## src/rtl/core/r250x_pkg.sv

```systemverilog
// Shared constants and types of the R250 XOR generator core.
`timescale 1ns / 1ps

package r250x_pkg;

  localparam int unsigned RING_WORDS = 250;
  localparam int unsigned WORD_W     = 16;
  localparam int unsigned LCG_W      = 32;
  localparam int unsigned LCG_OUT_W  = 15;

  localparam logic [LCG_W-1:0]     LCG_MUL     = 32'h015A_4E35;
  localparam logic [WORD_W-1:0]    WORD_MASK   = 16'hFFFF;
  localparam logic [WORD_W-1:0]    HIGH_BIT    = 16'h8000;
  localparam logic [LCG_OUT_W-1:0] HIGH_THRESH = 15'h4000;

  localparam int unsigned LAG_BACK   = 147;
  localparam int unsigned DIAG_START = 3;
  localparam int unsigned DIAG_END   = 179;
  localparam int unsigned DIAG_STEP  = 11;
  localparam int unsigned DIAG_COUNT = (DIAG_END - DIAG_START + DIAG_STEP - 1) / DIAG_STEP;
  localparam int unsigned DIAG_CW    = $clog2(DIAG_COUNT);

  localparam int unsigned MAX_TRIES = 1024;
  localparam int unsigned TRY_W     = $clog2(MAX_TRIES);

  typedef enum logic [1:0] {
    REQ_RESEED  = 2'd0,
    REQ_RAW     = 2'd1,
    REQ_BOUNDED = 2'd2
  } req_e;

  typedef struct packed {
    logic load;
    logic step;
  } lcg_ctrl_t;

endpackage

```

## src/rtl/core/r250x_lcg.sv

```systemverilog
// 32-bit linear congruential generator used to fill the ring on reseed.
`timescale 1ns / 1ps

module r250x_lcg import r250x_pkg::*; (
  input  logic                 clk_i,
  input  logic                 rst_ni,
  input  lcg_ctrl_t            ctrl_i,
  input  logic [LCG_W-1:0]     seed_i,
  output logic [LCG_OUT_W-1:0] word_o
);

  logic [LCG_W-1:0] state_q;
  logic [LCG_W-1:0] state_d;

  assign state_d = state_q * LCG_MUL + LCG_W'(1);
  // word of the state this step produces
  assign word_o  = state_d[LCG_OUT_W+15:16];

  always_ff @(posedge clk_i or negedge rst_ni) begin
    if (!rst_ni) begin
      state_q <= '0;
    end else if (ctrl_i.load) begin
      state_q <= seed_i;
    end else if (ctrl_i.step) begin
      state_q <= state_d;
    end
  end

endmodule

```

## config.mk

```make
export PLATFORM = sky130hd
export DESIGN_NAME = r250x_lcg
export DESIGN_NICKNAME = d
export VERILOG_FILES = /design/src/rtl/core/r250x_pkg.sv /design/src/rtl/core/r250x_lcg.sv
export SDC_FILE = /design/constraint.sdc
export NUM_CORES = 1
export LEC_CHECK = 0
export ABC_AREA = 1
export BUFFER_PORTS_ARGS = -buffer_cell sky130_fd_sc_hd__buf_4
export CELL_PAD_IN_SITES_DETAIL_PLACEMENT = 0
export CELL_PAD_IN_SITES_GLOBAL_PLACEMENT = 1
export CORE_AREA = 2 2 145 147
export DETAILED_ROUTE_END_ITERATION = 6
export DIE_AREA = 0 0 147 149
export GPL_TIMING_DRIVEN = 0
export PLACE_DENSITY_LB_ADDON = 0.3
export SYNTH_ARGS = -nofsm -noshare
export SYNTH_HDL_FRONTEND = slang
export SYNTH_SLANG_ARGS = --single-unit
```

## constraint.sdc

```tcl
create_clock -name clk_i -period 7 [get_ports clk_i]
set_clock_uncertainty 0.05 [all_clocks]
set_input_delay 1.05 -clock clk_i [delete_from_list [all_inputs] [get_ports clk_i]]
set_output_delay 1.05 -clock clk_i [all_outputs]
set_load 0.05 [all_outputs]
```

---- Word level (Yosys, flattened, before mapping) ----
Cells that the tools add are included.
word-level totals
  output and inout port bits .............. 15
  word-level logic and storage cells ...... 6
  bits in registers ....................... 32
cells by class
  multiplexer cells ....................... 2
  multiply operators ...................... 1
  add/sub/neg operators ................... 1
  reduce and logical (&&, ||, !) cells .... 1
operator list
  cell                      count
  $mux W32                  2
  $add A32 B1 Y32 const B   1
  $mul A32 B25 Y32 const B  1
  $reduce_bool A2 Y1        1

---- Longest topological paths before layout ----
  depth in word-level cells ............... 4
  gate-level depth with buffers ........... 25
  mapped depth without buffers ............ 25

---- Worst setup path before layout ----
No wires, ideal clock.
  path kind ............................... register to output
  start ................................... register state_q[13]
  end ..................................... output port word_o[10]
  stages on the path, launching flop included .. 20
  slack ................................... 203 ps
  path buffers ............................ 0
  arrival time ............................ 5,697 ps
  path through ............................ dfrtp_1 ha_1 fa_1 inv_1 fa_1 fa_1 fa_1 inv_1 fa_1 inv_1 fa_1 inv_1 ha_1 nand2_1 inv_1 nand3_1 nor3_1 nand3_1 nand3_1 xor2_1
on the way
  cells in the longest elaborated chain, start to end .. 2
RTL lines
  element                   RTL line         text
  start: declaration        r250x_lcg.sv:12  logic [LCG_W-1:0] state_q;
  start signal: assignment  r250x_lcg.sv:23  state_q <= seed_i;
  start signal: assignment  r250x_lcg.sv:25  state_q <= state_d;
  $mul A32 B25 Y32          r250x_lcg.sv:15  assign state_d = state_q * LCG_MUL + LCG_W'(1);
  $add A32 B1 Y32           r250x_lcg.sv:15
  end: declaration          r250x_lcg.sv:9   output logic [LCG_OUT_W-1:0] word_o
No other way between the ends.

---- Worst setup path in the final report ----
  start ................................... register state_q[7]
  end ..................................... output port word_o[14]
The elaborated chain is that of the path after synthesis.

==> qor.csv <==
metric;value;unit
DRC viols;0;
Area Growth Syn to Fin;21.4;%
Routed met1 length;13700;um
worst hold path class;reg2reg;
Starting Density;0.477;
met2 WL;14600;um
Routed wire per std cell;19.3;um
first-pass GRT wire length;48000;um
Gate Count Post-Synth;1196;
initial antenna violation count;0;
diodes inserted;0;
Worst Hold End;state_q[30];
Largest register FFs;31;
chip height;149;um
vias in the first global route;8699;
r2r startpoint;state_q[7];
Synth top area share;0.302;
CTS Buf Count;5;
CP dominant cell by count;fa_1;
Synth Area in XOR/XNOR;0.0480;
htree depth;2;
final period utilization;1.00;
Post-synth EDFFs;0;
Synth top cells by count;inv_1 (335), nand2_1 (210), ha_1 (177), fa_1 (148), nand3_1 (51);
post-detail-place hpwl;25000;um
Horiz. Die Dim;147;um
Iter 0 DRT Violations;419;
Max-cap violations;0;
Top FF cell, synth;dfrtp_1;
top flop regs;state_q x31;
fmax;0.142;GHz
Top Ports;51;
cell area after synthesis;9800;um2
Final ANT Viol Nets;0;
critical path class;reg2out;
crit-path max cell delay;0.62;ns
distinct cell type count after synthesis;35;
Setup violations, final;2;
FF+latch count, synth;31;
setup repair after global routing missed its margin;yes;
Total Die Area;21900;um2
Finished Core Util;0.579;
Crit path buffers/inverters;5;
clk buf depth;2;
R2R Setup Slk;1.37;ns
port bufs;48;
Hold Path Stages;2;
critical path endpoint category;output port;
sequential cell area fraction in the yosys report;0.0791;
fin. max-slew vios;0;
Synth area leader;fa_1;
CP max FO;4;
routed vias;8107;
reg-to-reg endpoint;state_q[30];
clock sinks;31;
TritonCTS clock tree;yes;
Worst-Margin Slew;0.838;ns
share of cells above drive strength 1;0.204;
post-synthesis mux area share;0;
Clock Latency Late Sink;0.29;ns
count of final hold-check violations;0;
max_slew headroom;0.441;
compound-gate portion of the synthesized area;0.0681;
CP delay by family, top;adder cells;
Async SR Flop Fraction;1.00;
floorplan row count;53;
synthesized net count;1557;
largest net degree at the start of global routing;32;
R2R depth;21;
routed vias/inst;5.13;
syn avg cell area;8.20;um2
grt ovf;0;
startpoint types;flop;
outcome;complete, but fails checks;
Worst Path Arrival;5.93;ns
Most flops, register;state_q;
DRT Wirelength;30500;um
min cycle time layout;7.03;ns
Post-Synth Adder-Cell Area;0.528;
GPL Wtd Cong;0.959;
total global-route track usage;0.293;
top-count cell post-synth;inv_1;
met3 wire length;1430;um
DR top layer;met4;
hold_buf cts;0;
clock slew at reported path FFs;0.05;ns
synth warn;0;
Slowest-stage cell, CP;fa_2;
setup ws final;-0.0324;ns
Post-Synth Simple-Gate Area;0.144;
ordered cell list for the critical path;ha_4, inv_1, fa_1, inv_2, fa_2, fa_2, fa_1, fa_1, inv_1, fa_1, inv_2, ha_4, nand2_4, nor3_4, nand2_2, nor3_2, nand2_1, nand3_4, nand3_2, and2_4, buf_8;
failing checks;negative setup slack;
critical hold path startpoint;state_q[30];
pre-CTS WS;-0.370;ns
drt first pass iters;5;
CTS Root Cell;clkbuf_16;
largest family of logic cells by synthesized area;adder cells;
leading post-synthesis cells by cell area;fa_1 (30%), ha_1 (23%), inv_1 (13%);
Final nets;1665;
hold slack;0.509;ns
Critical Path RT;5.90;ns
Core Box Area;20600;um2
Final TNS setup;-0.0371;ns
## worst min-delay path: cells and delay by family (launching register included)
family / cells / cell delay, ns
DFF: 1 / 0.38
AOI/OAI and AO/OA: 1 / 0.08
and+or+nand+nor: 1 / 0.06
## metrics by stage
stage / instances / cell area, um2
finish: 1580 / 11900
global route: 1580 / 11900
CTS: 1561 / 11300
detailed placement: 1519 / 10500
global placement: 1519 / 10500
floorplan: 1196 / 9800
## cells by family (layout without fill, tap and decap cells)
kind of cell / Yosys count / count (layout)
AND/OR/NAND/NOR: 334 / 334
XOR/XNOR: 52 / 52
adder cells (fa/ha/maj): 325 / 325
buffers and inverters: 346 / 455
AO/OA/AOI/OAI: 108 / 108
flip-flops: 31 / 31
## per-layer routing
layer | vias to the layer above | global-route usage
met5 | - | 0
li1 | 3867 | -
met4 | 0 | 0.0721
met1 | 4002 | 0.400
met2 | 191 | 0.499
met3 | 47 | 0.0367
## cell usage in the layout, fill, tap and decap left out, types with 3 or more instances in the layout
cell type | netlist | final
inv_1 | 335 | 324
nand2_1 | 210 | 199
ha_1 | 177 | 145
fa_1 | 148 | 142
buf_4 | 0 | 90
nand3_1 | 51 | 42
nor2_1 | 39 | 26
xor2_1 | 29 | 24
ha_4 | 0 | 23
a21oi_1 | 34 | 22
dfrtp_2 | 0 | 21
xnor2_1 | 21 | 20
nand2_2 | 4 | 14
o21ai_0 | 25 | 14
o211ai_1 | 12 | 12
a21o_1 | 11 | 11
inv_2 | 0 | 11
a21oi_2 | 1 | 11
a22oi_1 | 11 | 11
nor2_2 | 2 | 10
nand3_2 | 3 | 10
clkbuf_1 | 8 | 9
o21ai_1 | 0 | 9
ha_2 | 0 | 9
nand4_1 | 8 | 8
buf_6 | 0 | 7
dfrtp_1 | 31 | 7
fa_2 | 0 | 6
nor3_4 | 0 | 5
nor2_4 | 0 | 5
clkbuf_16 | 0 | 5
xor2_4 | 0 | 4
and2_4 | 0 | 4
o21bai_1 | 4 | 3
o21ai_2 | 2 | 3
xor2_2 | 2 | 3
and2_1 | 7 | 3
buf_8 | 0 | 3
dfrtp_4 | 0 | 3
## how the worst max path moves through the flow
stage	startpoint	to	slack (ns)	cells past startpoint
final	state_q[7]	word_o[14]	-0.03	21
after global routing	state_q[7]	word_o[14]	-0.20	22
after CTS	state_q[7]	word_o[14]	-0.08	21
after detailed placement	state_q[3]	word_o[14]	-0.37	21
after global placement	state_q[3]	word_o[14]	-0.38	22
after floorplan	state_q[13]	word_o[10]	0.20	19
## repair_timing
item | 4_1_cts | 5_1_grt
pin swaps | 13 | 27
endpoints found under the setup margin | 15 | 14
gates resized for setup | 98 | 101
buffers inserted | 34 | 19
## area by class of cell
| cell class | count | area [um2] |
|---|---|---|
| Clock buffer | 8 | 156 |
| Buffer | 11 | 45.0 |
| Inverter | 335 | 1260 |
| Tap cell | 275 | 344 |
| Sequential cell | 31 | 813 |
| Multi-Input combinational cell | 819 | 8470 |
| Timing Repair Buffer | 101 | 820 |
| Fill cell | 1901 | 8660 |
Power is not shown: default switching activity piles up to over one toggle a cycle in this logic, so the estimate is an artifact.
