[config.mk]
export PLATFORM = sky130hd
export DESIGN_NAME = r250x_div
export DESIGN_NICKNAME = d
export VERILOG_FILES = /design/src/rtl/core/r250x_pkg.sv /design/src/rtl/core/r250x_div.sv
export SDC_FILE = /design/constraint.sdc
export NUM_CORES = 1
export LEC_CHECK = 0
export BUFFER_PORTS_ARGS = -buffer_cell sky130_fd_sc_hd__buf_2
export CORE_MARGIN = 2
export CORE_UTILIZATION = 50
export CTS_BUF_LIST = sky130_fd_sc_hd__clkbuf_8
export CTS_CLUSTER_SIZE = 25
export DETAILED_ROUTE_END_ITERATION = 7
export HOLD_SLACK_MARGIN = 0.12
export PLACE_DENSITY = 0.8
export SLEW_MARGIN = 40
export SYNTH_ARGS = -nofsm -noshare
export SYNTH_HDL_FRONTEND = slang
export SYNTH_SLANG_ARGS = --single-unit
[constraint.sdc]
create_clock -name clk_i -period 2.3 [get_ports clk_i]
set_clock_uncertainty 0.1 [all_clocks]
set_input_delay 0.69 -clock clk_i [delete_from_list [all_inputs] [get_ports clk_i]]
set_output_delay 0.69 -clock clk_i [all_outputs]
set_load 0.01 [all_outputs]
[src/rtl/core/r250x_pkg.sv]
// Shared constants and types of the R250 XOR generator core.
`timescale 1ns / 1ps

package r250x_pkg;

  localparam int unsigned RING_WORDS = 250;
  localparam int unsigned WORD_W     = 16;
  localparam int unsigned LCG_W      = 32;
  localparam int unsigned LCG_OUT_W  = 15;

  localparam logic [LCG_W-1:0]     LCG_MUL     = 32'h015A_4E35;
  localparam logic [WORD_W-1:0]    WORD_MASK   = 16'hFFFF;
  localparam logic [WORD_W-1:0]    HIGH_BIT    = 16'h8000;
  localparam logic [LCG_OUT_W-1:0] HIGH_THRESH = 15'h4000;

  localparam int unsigned LAG_BACK   = 147;
  localparam int unsigned DIAG_START = 3;
  localparam int unsigned DIAG_END   = 179;
  localparam int unsigned DIAG_STEP  = 11;
  localparam int unsigned DIAG_COUNT = (DIAG_END - DIAG_START + DIAG_STEP - 1) / DIAG_STEP;
  localparam int unsigned DIAG_CW    = $clog2(DIAG_COUNT);

  localparam int unsigned MAX_TRIES = 1024;
  localparam int unsigned TRY_W     = $clog2(MAX_TRIES);

  typedef enum logic [1:0] {
    REQ_RESEED  = 2'd0,
    REQ_RAW     = 2'd1,
    REQ_BOUNDED = 2'd2
  } req_e;

  typedef struct packed {
    logic load;
    logic step;
  } lcg_ctrl_t;

endpackage

[src/rtl/core/r250x_div.sv]
// Restoring divider, one quotient bit per cycle, remainder output only.
`timescale 1ns / 1ps

module r250x_div import r250x_pkg::*; (
  input  logic              clk_i,
  input  logic              rst_ni,
  input  logic              start_i,
  input  logic [WORD_W-1:0] dividend_i,
  input  logic [WORD_W-1:0] divisor_i,
  output logic              done_o,
  output logic [WORD_W-1:0] rem_o
);

  localparam int unsigned CNT_W = $clog2(WORD_W);
  localparam logic [CNT_W-1:0] LAST_STEP = CNT_W'(WORD_W - 1);

  logic              busy_q;
  logic              done_q;
  logic [CNT_W-1:0]  cnt_q;
  logic [WORD_W-1:0] rem_q;
  logic [WORD_W-1:0] rem_d;
  logic [WORD_W-1:0] dvd_q;
  logic [WORD_W-1:0] dsr_q;
  logic [WORD_W:0]   trial;
  logic [WORD_W:0]   diff;

  always_comb begin
    trial = {rem_q, dvd_q[WORD_W-1]};
    diff  = trial - {1'b0, dsr_q};
    rem_d = (trial >= {1'b0, dsr_q}) ? diff[WORD_W-1:0] : trial[WORD_W-1:0];
  end

  always_ff @(posedge clk_i or negedge rst_ni) begin
    if (!rst_ni) begin
      busy_q <= 1'b0;
      done_q <= 1'b0;
      cnt_q  <= '0;
      rem_q  <= '0;
      dvd_q  <= '0;
      dsr_q  <= '0;
    end else if (start_i) begin
      busy_q <= 1'b1;
      done_q <= 1'b0;
      cnt_q  <= '0;
      rem_q  <= '0;
      dvd_q  <= dividend_i;
      dsr_q  <= divisor_i;
    end else if (busy_q) begin
      rem_q <= rem_d;
      dvd_q <= {dvd_q[WORD_W-2:0], 1'b0};
      cnt_q <= cnt_q + CNT_W'(1);
      if (cnt_q == LAST_STEP) begin
        busy_q <= 1'b0;
        done_q <= 1'b1;
      end
    end else begin
      done_q <= 1'b0;
    end
  end

  assign done_o = done_q;
  assign rem_o  = rem_q;

endmodule

==> Word-level counts from Yosys, hierarchy flattened <==
Index checks and enable logic that the tools add are counted.
{ "totals": {"wordCells": 25, "in_bits": 35, "register_bits": 54, "output_inout_bits": 17} }
{ "classes": {"n_reduce_logical": 1, "add_sub_neg": 2, "n_eq_ne": 2, "n_mux": 13, "magnitude_cmp": 1} }
{ "op_table": {"columns": ["operator", "n"], "rows": [
  ["16-bit two-way mux", 5],
  ["17-bit by 16-bit greater-or-equal comparator with 1-bit output", 1],
  ["16-bit subtractor", 1],
  ["4-bit two-way mux", 2],
  ["1-bit two-way mux", 6],
  ["4-bit by 1-bit adder with 4-bit output, second input constant", 1],
  ["4-bit == test, second input constant", 1],
  ["3-bit by 2-bit != test with 1-bit output, second input constant", 1],
  ["2-bit nonzero test", 1]
]} }

==> Longest topological paths before layout <==
{ "logic_depth": {"depth_word": 4, "depth_mapped": 11, "ltp_nobuf": 10} }

==> Worst setup path after synthesis <==
OpenSTA, ideal clock, no wires.
{ "synth_timing": {"kind": "reg-to-reg", "start": "register rem_q[5] (netlist: rem_o[5])", "end": "register rem_q[1] (netlist: rem_o[1])", "arrival_time_ns": 2.302, "n_path_buf": 2, "required_time_ns": 2.113, "setup_slack_ns": -0.189, "stages_incl_launch_ff": 11, "setup_time_ns": 0.087, "synth_period_minus_slack_ns": 2.489, "path_cell_list": "dfrtp_1 ha_1 buf_2 a21oi_2 o21ai_1 a31oi_2 a21oi_2 nor4_4 buf_6 mux2_4 a211oi_2"} }
{ "synth_between": {"elab_chain_cells": 4} }
{ "synth_lines": {"columns": ["item", "line_no", "text"], "rows": [
  ["from (decl)", "r250x_div.sv:20", "logic [WORD_W-1:0] rem_q;"],
  ["from (signal assigned)", "r250x_div.sv:49", "rem_q <= rem_d;"],
  ["17-bit by 16-bit greater-or-equal comparator with 1-bit output", "r250x_div.sv:30", "rem_d = (trial >= {1'b0, dsr_q}) ? diff[WORD_W-1:0] : trial[WORD_W-1:0];"],
  ["16-bit two-way mux", "r250x_div.sv:30", null],
  ["16-bit two-way mux", "r250x_div.sv:48", "end else if (busy_q) begin"],
  ["16-bit two-way mux", "r250x_div.sv:41", "end else if (start_i) begin"]
]} }
Every way passes these cells. The select of a mux whose other input is x is not followed.
A chain may end at the register's enable or synchronous reset.

==> Final worst setup path <==
{ "layout_timing": {"start": "register rem_q[1] (netlist: rem_o[1])", "end": "register rem_q[1] (netlist: rem_o[1])"} }
Same word-level chain as after synthesis.

==> results.txt <==
----------------------------------------------------
[Outcome]
  Status ... finished with violations
  Violated checks ... negative setup slack

[Power]
  IR Drop Worst-Case VDD ... about 0.00073 V
  Power share of the clock group ... 0.114
  Power density normalized to cell area ... 1110 mW/mm2
  Psw ... between 0.0015 and 0.002 W
  Int Power ... 0.00293 W
  Comb power frac ... 0.630
  Reg power frac ... 0.256
  Leakage ... between 2 and 2.5 nW
  Switching power share of the total ... 0.395

[Synthesis]
  Post-synth EDFFs ... 0
  Post-synthesis adder-cell area fraction ... 0.0723
  Synthesized netlist cell count ... between 300 and 400
  Cell type contributing the most total cell area after synthesis ... dfrtp_1
  Main synth FF type ... dfrtp_1
  Main combinational cell family by area after synthesis ... compound AO/OA/AOI/OAI gates
  Number of nets produced by synthesis ... 396
  Number of synthesized register bits ... 54
  Cell area after synthesis ... 0.00322 mm2
  Distinct cells, synth ... 48
  Area fraction in and, or, nand and nor cells after synthesis ... 0.149
  Share of flip-flops with an asynchronous set or reset after synthesis ... 1.00
  Post-synthesis compound-gate area fraction ... 0.175
  Post-synth top area share ... 0.420
  Sequential element share of the synthesized area ... 0.420
  Mean instance size in the synthesized netlist ... between 9 and 10 um2
  Yosys warning count ... 0
  Dominant cells by area after synthesis ... dfrtp_1 42%, mux2i_1 7.8%, ha_1 6.6%
  Multiplexer fraction of the synthesized cell area ... 0.0895
  Post-synthesis xor/xnor area fraction ... 0.0436

[Worst setup path]
  Worst-path cell chain ... ha_4, nor2_4, a211oi_4, o31ai_2, a21oi_2, nor4_4, buf_4, mux2_4, a211oi_2
  Worst reg-to-reg path cell count ... 9
  Kind of critical path ... reg2reg
  Worst path max stage delay ... 0.42 ns
  Kind of end point of the critical path ... flip-flop
  Capture instance of the worst register-to-register path ... rem_o[1]
  Required arrival time at the worst endpoint ... 2.43 ns
  Startpoint types ... flip-flop
  Register-to-register setup slack ... -0.13 ns
  Cell with the largest stage delay on the worst path ... dfrtp_1
  Critical-path maximum fanout ... 3
  Arrival time at the worst endpoint ... roughly 2.6 ns
  R2r startpoint ... rem_o[1]

[Drt]
  Mean routed wirelength per cell ... 15.0 um
  Antenna-violating nets left ... 0
  Number of design-rule violations left by the first detailed-router iteration ... 166
  Length of the first detailed-routing pass in iterations ... 4
  Remaining DRCs ... 0
  Via/cell ratio ... 5.51
  Vias after detailed routing ... approximately 2900
  Post-detailed-routing wire length ... 7830 um

[Timing]
  Peak Freq ... slightly above 400 MHz
  Slew headroom ... 0.640
  Number of hold violations in the final report ... 0
  RSZ-0062 raised after global routing ... true
  Slew @ Worst Pin ... 0.540 ns
  Post-route clock period utilization ... 1.06
  Time the final worst path needs with I/O delays and setup ... 2.43 ns
  Final number of setup-violating endpoints ... 15
  Hold slack ... 0.261 ns
  Fin. max-slew vios ... 0
  Final critical-path setup slack ... -0.131 ns

[Clocking]
  Cts bufs inserted ... 5
  Later-pin clock latency in the skew report ... 0.31 ns
  TritonCTS clock tree ... built
  Clock slew at reported path FFs ... 0.10 ns
  CTS Sinks ... 54
  Number of buffers on the longest clock path ... 2
  Cell at the root of the clock tree ... clkbuf_8
  Level count of the clock H-tree ... 2

[GRT]
  Via count of the first global-routing pass ... 2860
  Global route total overflow ... 0
  Global Route Usage Sum ... 0.220
  Number of antenna violations at the first check in global routing ... 0
  Pin count of the biggest net entering global routing ... between 70 and 80
  First-pass GRT wire length ... 12900 um

[Floorplan]
  Die Area ... 0.00709 mm2
  Total I/O pin count ... 52
  Cell Rows ... 29
  Initial Util ... 0.512
  Die width ... approximately 84 um
  Die Span Y ... 84.2 um
  Floorplan core area ... about 0.0063 mm2

[Layout]
  Non-filler instance count after layout ... 521
  Final #Nets ... 496
  Total area of multi-input combinational cells ... around 0.0020 mm2
  Storage cell area ... between 0.001 and 0.0015 mm2
  Area grow syn2layout ... 35.8%
  Number of inserted filler cells in the final layout ... 474
  Share of post-route cells with drive strength above 1 ... 0.392
  Antenna cells ... 0

[Flow run]
  Number of maximum-capacitance violations ... 0

[Placed design]
  Cell count after placement ... 499
  Routability-driven placement congestion ratio ... 0.895
  Post-DP HPWL ... between 5000 and 6000 um
  Number of buffers added on ports ... 51

[Worst hold path]
  Worst hold-check path type ... in2async

----------------------------------------------------
-- cell usage after synthesis (2+ instances only) --
master and instances:
a21o_1 4, xor2_1 9, inv_1 20, and3_1 5, nor4_1 2, nand4_1 6, nor2_1 25, a211oi_2 2
buf_2 2, a41oi_1 3, ha_1 17, nand2b_1 5, o21ai_1 3, nor2b_1 2, xnor2_1 7, a21oi_1 11
o21ai_0 33, nand2_1 44, buf_1 2, clkbuf_1 14, a21oi_2 3, a211o_1 2, nand3_1 8, o31ai_1 4
a211oi_1 10, dfrtp_1 54, mux2i_1 25
-- per-layer routing --
| layer | track usage | up-vias | wire (um) |
|---|---|---|---|
| met5 | 0 | - | 0 |
| met4 | 0.0718 | 0 | 188 |
| met3 | 0.0433 | 20 | 484 |
| met2 | 0.361 | 107 | 3710 |
| met1 | 0.295 | 1347 | 3450 |
| li1 | - | 1396 | - |
-- cells in the final DEF, fill, tap and decap left out, types with 8 or more instances in the layout --
cell      instances
a211oi_1          9
a21oi_1           9
buf_2            51
buf_4            53
dfrtp_1          53
ha_4             11
inv_1            11
inv_2             8
mux2i_1          23
nand2_1          41
nand3_1           8
nor2_1           22
o21ai_0          33
xor2_1            9
-- power groups by stage --
stage | clock network, W | registers, W | logic [W]
floorplan | 0 | 0.00129 | 0.00148
global placement | 0 | 0.00122 | 0.00238
detailed placement | 0 | 0.00123 | 0.00243
CTS | 0.000568 | 0.00123 | 0.00272
global route | 0.000600 | 0.00126 | 0.00329
finish | 0.000553 | 0.00124 | 0.00305
-- sequential cells by signal, summed over array words and instances, names as in the netlist --
| name | flops |
|---|---|
| cnt_q | 4 |
| done_o | 1 |
| rem_o | 16 |
| busy_q | 1 |
| dsr_q | 16 |
| dvd_q | 16 |
-- worst max-delay path, delay by kind of cell, from the launching register on --
family                   cells  cell delay (ns)
buffers and inverters        1             0.20
AO/OA/AOI/OAI                4             0.65
flip-flops                   1             0.42
multiplexers                 1             0.30
adder cells (fa/ha/maj)      1             0.27
AND/OR/NAND/NOR              2             0.39
-- worst max path at each step --
stage	start	end	slack [ns]
finish	rem_o[1]	rem_o[1]	-0.13
global route	rem_o[0]	rem_o[9]	-0.21
CTS	rem_o[11]	rem_o[1]	-0.07
detailed placement	rem_o[0]	rem_o[11]	-0.12
global placement	rem_o[0]	rem_o[10]	-0.04
floorplan	rem_o[5]	rem_o[1]	-0.06
-- per-stage QoR --
stage                     cell area, um2  setup TNS (ns)  worst slack, ns  utilization  total power (W)
final                               4370           -1.10           -0.131        0.696          0.00484
after detailed placement            3900          -0.994           -0.116        0.622          0.00366
after global placement              3900          -0.113          -0.0353        0.622          0.00360
after CTS                           4200          -0.293          -0.0695        0.669          0.00452
after global routing                4370           -2.22           -0.207        0.696          0.00514
after floorplan                     3250         -0.0740          -0.0640            -          0.00277
-- timing repair --
| item | CTS | global route |
|---|---|---|
| setup endpoints to repair | 16 | 16 |
| buffers inserted | 6 | 8 |
| hold buffers | 0 | 0 |
| pin swaps | 20 | 16 |
| cloned | 1 | 0 |
| resized for setup | 31 | 25 |
-- area by class of cell --
class | count | share of cell area
inverters | 20 | 0.0178
clock buffers | 5 | 0.0158
flip-flops and latches | 54 | 0.310
well taps | 77 | 0.0221
repair buffers | 113 | 0.180
multi-input cells | 249 | 0.449
clock inverters | 3 | 0.00573
-- logic make-up after synthesis --
kind of cell	Yosys count
adders and majority gates	18
xor gates and xnor gates	16
buffers and inverters	40
DFF	54
and+or+nand+nor	103
muxes	28
AOI/OAI and AO/OA	84
(Power assumes the default switching activity.)
